`config.mk`:
```
export PLATFORM = sky130hd
export DESIGN_NAME = gecu_ctrl
export DESIGN_NICKNAME = d
export VERILOG_FILES = /design/src/rtl/gecu_pkg.sv /design/src/rtl/gecu_ctrl.sv
export SDC_FILE = /design/constraint.sdc
export NUM_CORES = 1
export LEC_CHECK = 0
export BUFFER_PORTS_ARGS = -buffer_cell sky130_fd_sc_hd__buf_2
export CORE_AREA = 4 4 41 43
export CTS_CLUSTER_SIZE = 25
export DETAILED_ROUTE_END_ITERATION = 8
export DIE_AREA = 0 0 45 47
export PLACE_DENSITY_LB_ADDON = 0.1
export SLEW_MARGIN = 10
export SYNTH_ARGS = -nofsm -noshare
export SYNTH_HDL_FRONTEND = slang
export SYNTH_SLANG_ARGS = --single-unit
export TNS_END_PERCENT = 50
```
`constraint.sdc`:
```
create_clock -name clk_i -period 2.1 [get_ports clk_i]
set_input_delay 0.105 -clock clk_i [delete_from_list [all_inputs] [get_ports clk_i]]
set_output_delay 0.105 -clock clk_i [all_outputs]
set_load 0.005 [all_outputs]
```
`src/rtl/gecu_pkg.sv`:
```
`timescale 1ns / 1ps
`default_nettype none

package gecu_pkg;

  // default grid side limit and the fixed field widths
  localparam int MAX_SIDE_DEF = 64;
  localparam int CFG_W        = 7;
  localparam int IDX_W        = 12;
  localparam int VAL_W        = 16;
  localparam int POS_W        = 6;
  localparam int NBR_N        = 9;

  localparam logic [CFG_W-1:0] SIDE_RESET = 7'd64;

  // configuration register indexes
  localparam logic CFG_GRID_WIDTH  = 1'b0;
  localparam logic CFG_GRID_HEIGHT = 1'b1;

  // item opcodes
  localparam logic OP_LOAD = 1'b0;
  localparam logic OP_STEP = 1'b1;

  typedef struct packed {
    logic             opcode;
    logic [IDX_W-1:0] cell_index;
    logic [VAL_W-1:0] cell_value;
    logic [VAL_W-1:0] new_nw;
    logic [VAL_W-1:0] new_n;
    logic [VAL_W-1:0] new_ne;
    logic [VAL_W-1:0] new_w;
    logic [VAL_W-1:0] new_center;
    logic [VAL_W-1:0] new_e;
    logic [VAL_W-1:0] new_sw;
    logic [VAL_W-1:0] new_s;
    logic [VAL_W-1:0] new_se;
  } in_item_t;

  typedef struct packed {
    logic [POS_W-1:0] top_col;
    logic [POS_W-1:0] top_row;
    logic [VAL_W-1:0] top_level;
  } out_item_t;

  // controller to datapath
  typedef struct packed {
    logic load_wr;
    logic step_start;
    logic scan_rd;
    logic nbr_wr;
    logic out_load;
  } dp_cmd_t;

  // datapath to controller
  typedef struct packed {
    logic scan_last;
    logic nbr_last;
    logic out_free;
  } dp_status_t;

endpackage

`default_nettype wire

```
`src/rtl/gecu_ctrl.sv`:
```
`timescale 1ns / 1ps
`default_nettype none

module gecu_ctrl (
  input  wire                     clk_i,
  input  wire                     rst_ni,
  input  wire                     in_valid_i,
  input  wire                     in_opcode_i,
  output logic                    in_ready_o,
  input  gecu_pkg::dp_status_t    status_i,
  output gecu_pkg::dp_cmd_t       cmd_o
);

  typedef enum logic [4:0] {
    ST_IDLE  = 5'b00001,
    ST_SCAN  = 5'b00010,
    ST_DRAIN = 5'b00100,
    ST_NBR   = 5'b01000,
    ST_DONE  = 5'b10000
  } state_e;

  state_e state_q, state_d;
  logic   accept;

  assign in_ready_o = (state_q == ST_IDLE);
  assign accept     = in_valid_i && in_ready_o;

  always_comb begin
    state_d = state_q;
    cmd_o   = '0;
    unique case (state_q)
      ST_IDLE: begin
        if (accept) begin
          if (in_opcode_i == gecu_pkg::OP_STEP) begin
            cmd_o.step_start = 1'b1;
            state_d          = ST_SCAN;
          end else begin
            cmd_o.load_wr = 1'b1;
          end
        end
      end
      ST_SCAN: begin
        cmd_o.scan_rd = 1'b1;
        if (status_i.scan_last) begin
          state_d = ST_DRAIN;
        end
      end
      // last compare settles
      ST_DRAIN: begin
        state_d = ST_NBR;
      end
      ST_NBR: begin
        cmd_o.nbr_wr = 1'b1;
        if (status_i.nbr_last) begin
          state_d = ST_DONE;
        end
      end
      ST_DONE: begin
        if (status_i.out_free) begin
          cmd_o.out_load = 1'b1;
          state_d        = ST_IDLE;
        end
      end
      default: begin
        state_d = ST_IDLE;
      end
    endcase
  end

  always_ff @(posedge clk_i or negedge rst_ni) begin
    if (!rst_ni) begin
      state_q <= ST_IDLE;
    end else begin
      state_q <= state_d;
    end
  end

endmodule

`default_nettype wire

```
==> results.md <==
- The worst pin sits at a relative slew slack of 80.63%.
- In this run the number of H-tree levels came out at 1.
- After detailed routing, the average wire length per cell comes to about 12 µm.
- The register with the most flip-flops in the layout has 5 of them.
- Counting I/O delays and the setup requirement, the final critical path takes 1.700 ns.
- The number of hold buffers added after CTS was 1.
- The placement row count is 13.
- After the last flow step, the layout net total stands at slightly above 60.
- Measured along the x axis, the die boundary spans between 40 and 50 µm.
- From synthesis to final layout, the design area changed by 25.52%.
- TritonCTS built the clock tree.
- dfrtp_1 takes more of the synthesized area than any other cell.
- The die covers 2115 µm².
- In this run the vertical extent of the chip is 47 µm.
- The number of buffers on the longest clock path is 2.
- At the worst endpoint, the arrival time is between 1.5 and 2 ns.
- The critical path goes through nor2b_1 > nand3_1 > nor3b_1 > buf_2.
- The number of nets in the synthesized netlist is 46.
- The flop and latch count out of synthesis is 5.
- The number of DRC markers in iteration 0 is 11.
- 13 I/O pins were placed.
- The number of endpoints with negative hold slack in the final report was 0.
- Power spread over the standard cell area amounts to slightly above 900 nW/µm².
- In this run, post-CTS repair resized a total of 0 instances.
- The final setup TNS is 0 ns.
- The type of the most critical hold path is in -> reg.
- The number of buffers added by the clock tree synthesis step is 3.
- The number of global-route vias before repair is 337.
- The startpoint-to-endpoint class of the critical path is reg -> out.
- Setup repair after global routing left no endpoint under its margin.
- Data on the critical path is required at its endpoint by approximately 2 ns.
- The final number of setup-violating endpoints is 0.
- The antenna diode instance count is 0.
- The worst path uses 80.96% of the clock period.
- Clock latency on the worst-skew pair, taken at its later pin, is 0.23 ns.
- The share of the synthesized area in compound gates (AO/OA/AOI/OAI) is 14.34%.
- The detailed-route via count is 342.
- The number of warning messages in the yosys log is 0.
- The number of cells on the worst reg-to-reg path is 3.
- The initial antenna violation count is 0.
- IR analysis of the VDD net gives a maximum drop of between 0.3 and 0.4 mV.
- For this block, the routed nets add up to approximately 810 µm of wire.
- The run finished with clean final reports.
- The weighted congestion at the end of routability-driven global placement is 0.7478.
- The maximum clock skew at final layout is between 0.0003 and 0.0004 ns.
- The number of iterations in the first detailed-routing pass is 4.
- Buffers added to address setup during post-CTS repair amount to 0.
- Summing the areas of all fa, ha and maj instances in the mapped netlist gives 0% of the synthesized area.
- Sequential elements use 35.31% of the synthesized area.
- The final-report max-slew violation count is 0.
- In the routed design, unresolved DRC markers number 0.
- Yosys attributes the largest share of cell area to dfrtp_1 28%, dfstp_2 7.3%, nor3b_1 6.3%.
- The maximum clock frequency is roughly 600 MHz.
- Clock tree synthesis selected as its root buffer the cell clkbuf_4.
- The largest single stage delay on the critical path is roughly 0.6 ns.
- The cell area after synthesis is 357.8 µm².
- The share of synthesized area in the top cell type comes to between 20% and 30%.
- The synthesized netlist devotes between 2 and 2.5% of its cell area to XOR and XNOR gates.
- The unique cell type count in the Yosys netlist is 26.
- In the final layout, the share of cells above drive strength 1 is roughly a third.
- The number of sinks driven by the clock tree is 5.
- Across all setup checks in the final design, the least slack found is 0.3999 ns.
- Among all stages on the critical path, the largest delay is contributed by dfstp_2.
- The first-pass GRT wire length is roughly 1.4 mm.
- The multiplexer share of the synthesized area is 0%.
- The count of nets left with antenna violations once routing finished came out at 0.
- The dominant combinational cell family by area after synthesis is simple AND/OR/NAND/NOR gates.
- The worst setup path is launched from a register.
- After Yosys synthesis, and, or, nand and nor cells account for about 39% of the synthesized area.
- Global routing used 8.585% of the available tracks.
- The mean number of vias per cell is a little over 5.
- After floorplanning, the core was sized to cover 1301 µm².
- The synthesized instance count is 39.
- Averaged over all synthesized cells, the footprint is around 9.2 µm².
- For this run the aggregate overflow at the end of global routing stands at 0.
- Counting flops per register, the top entry is state_q.
- After clock tree synthesis, the clock-pin slew on the worst setup and hold paths is 0.04 ns.
- The pin count of the biggest net entering global routing is 10.
- The static leakage is ~0.21 nW.
- The starting density of the core is a little over a quarter.
- The detailed placer's ending HPWL is about 610 µm.
- The max-capacitance violation count is 0.
- The worst setup slack before clock tree synthesis is ~0.67 ns.
- At the pin with the least slew margin, the transition time is between 0.2 and 0.3 ns.
- The hold path depth is 2.
- In the final layout, the registers with the most flip-flops are state_q: 5 flops.
- The kind of end point of the critical path is an output pin.
- Buffers placed on the I/O ports in this run total 12.
- In this run the worst path has a maximum fanout of 8.
-- kinds of logic after synthesis --
kind of cell              count (synthesis)
and+or+nand+nor                          21
DFF                                       5
AOI/OAI and AO/OA                         7
xor gates and xnor gates                  1
buffers and inverters                     5
-- cell usage in the layout (no fill, tap or decap) --
cell	count
nand2b_1	1
nor2_1	5
nand2_1	1
a32oi_1	1
nor3b_2	1
inv_1	2
a31oi_1	2
a21oi_1	2
dfrtp_1	4
a2bb2o_1	1
and2_1	1
or3_1	1
a221o_1	1
buf_2	12
nor4_1	1
nor2b_1	1
nand3_1	1
dlygate4sd3_1	1
and4_1	1
or3_4	1
dfstp_2	1
xor2_1	1
or3b_1	1
nor3b_1	3
clkbuf_4	3
clkbuf_1	1
nor4b_1	2
-- power breakdown --
| group | switching [mW] | leakage, nW | internal, mW |
|---|---|---|---|
| combinational | 0.0705 | 0.132 | 0.0752 |
| sequential | 0.0348 | 0.0656 | 0.120 |
| clock | 0.0368 | 0.0150 | 0.0717 |
-- per-layer routing --
metal  track usage (%)  part of all wire (%)  routed length (µm)  up-vias
li1                  -                     -                   -      172
met1             12.04                    48                 388      157
met2             12.15                    45                 360       13
met3             1.533                   7.1                  57        0
met4             5.263                     0                   0        0
met5                 0                     0                   0        -
-- synthesized netlist by cell type (all sizes together) --
library cell / count
dfrtp: 4
nand2: 1
a221o: 1
nand3: 1
or3b: 1
nor4b: 2
nor2: 5
or3: 2
a31oi: 2
nor3b: 4
a21oi: 2
a2bb2o: 1
a32oi: 1
buf: 3
xor2: 1
and4: 1
and2: 1
dfstp: 1
nand2b: 1
nor2b: 1
nor4: 1
inv: 2
-- critical path: cells and delay by family (launching register included) --
family	cells	cell delay [ns]
buf+inv	1	0.14
flops	1	0.60
simple gates	3	0.62
-- final timing paths --
path,end,slack (ns),startpoint
worst min-delay path,state_q[2],0.09,status_i[2]
worst max-delay path,cmd_o[4],0.40,state_q[0]
max in group asynchronous,state_q[0],1.67,rst_ni
worst max register to register,state_q[0],0.82,state_q[1]
min in group asynchronous,state_q[1],0.22,rst_ni
worst min register to register,state_q[4],0.60,state_q[1]
-- area by class of cell --
type	count	area [µm²]
well taps	15	18.77
flip-flops and latches	5	126.4
inverters	2	7.507
repair buffers	13	70.07
multi-input cells	29	200.2
fillers	149	852.1
clock buffers	4	26.28
-- metrics by stage --
stage                     instance area [µm²]  cells  power [mW]  util (%)  hold WS (ns)
final                                   449.2     68      0.4095     34.52       0.09494
after global routing                    449.2     68      0.4455     34.52        0.1197
after CTS                               449.2     68      0.4132     34.52       0.08983
after detailed placement                412.9     63      0.2976     31.73      -0.07581
after global placement                  412.9     63      0.2995     31.73      -0.07961
after floorplan                         357.8     39      0.2510         -       -0.1906
(Power assumes the default switching activity.)
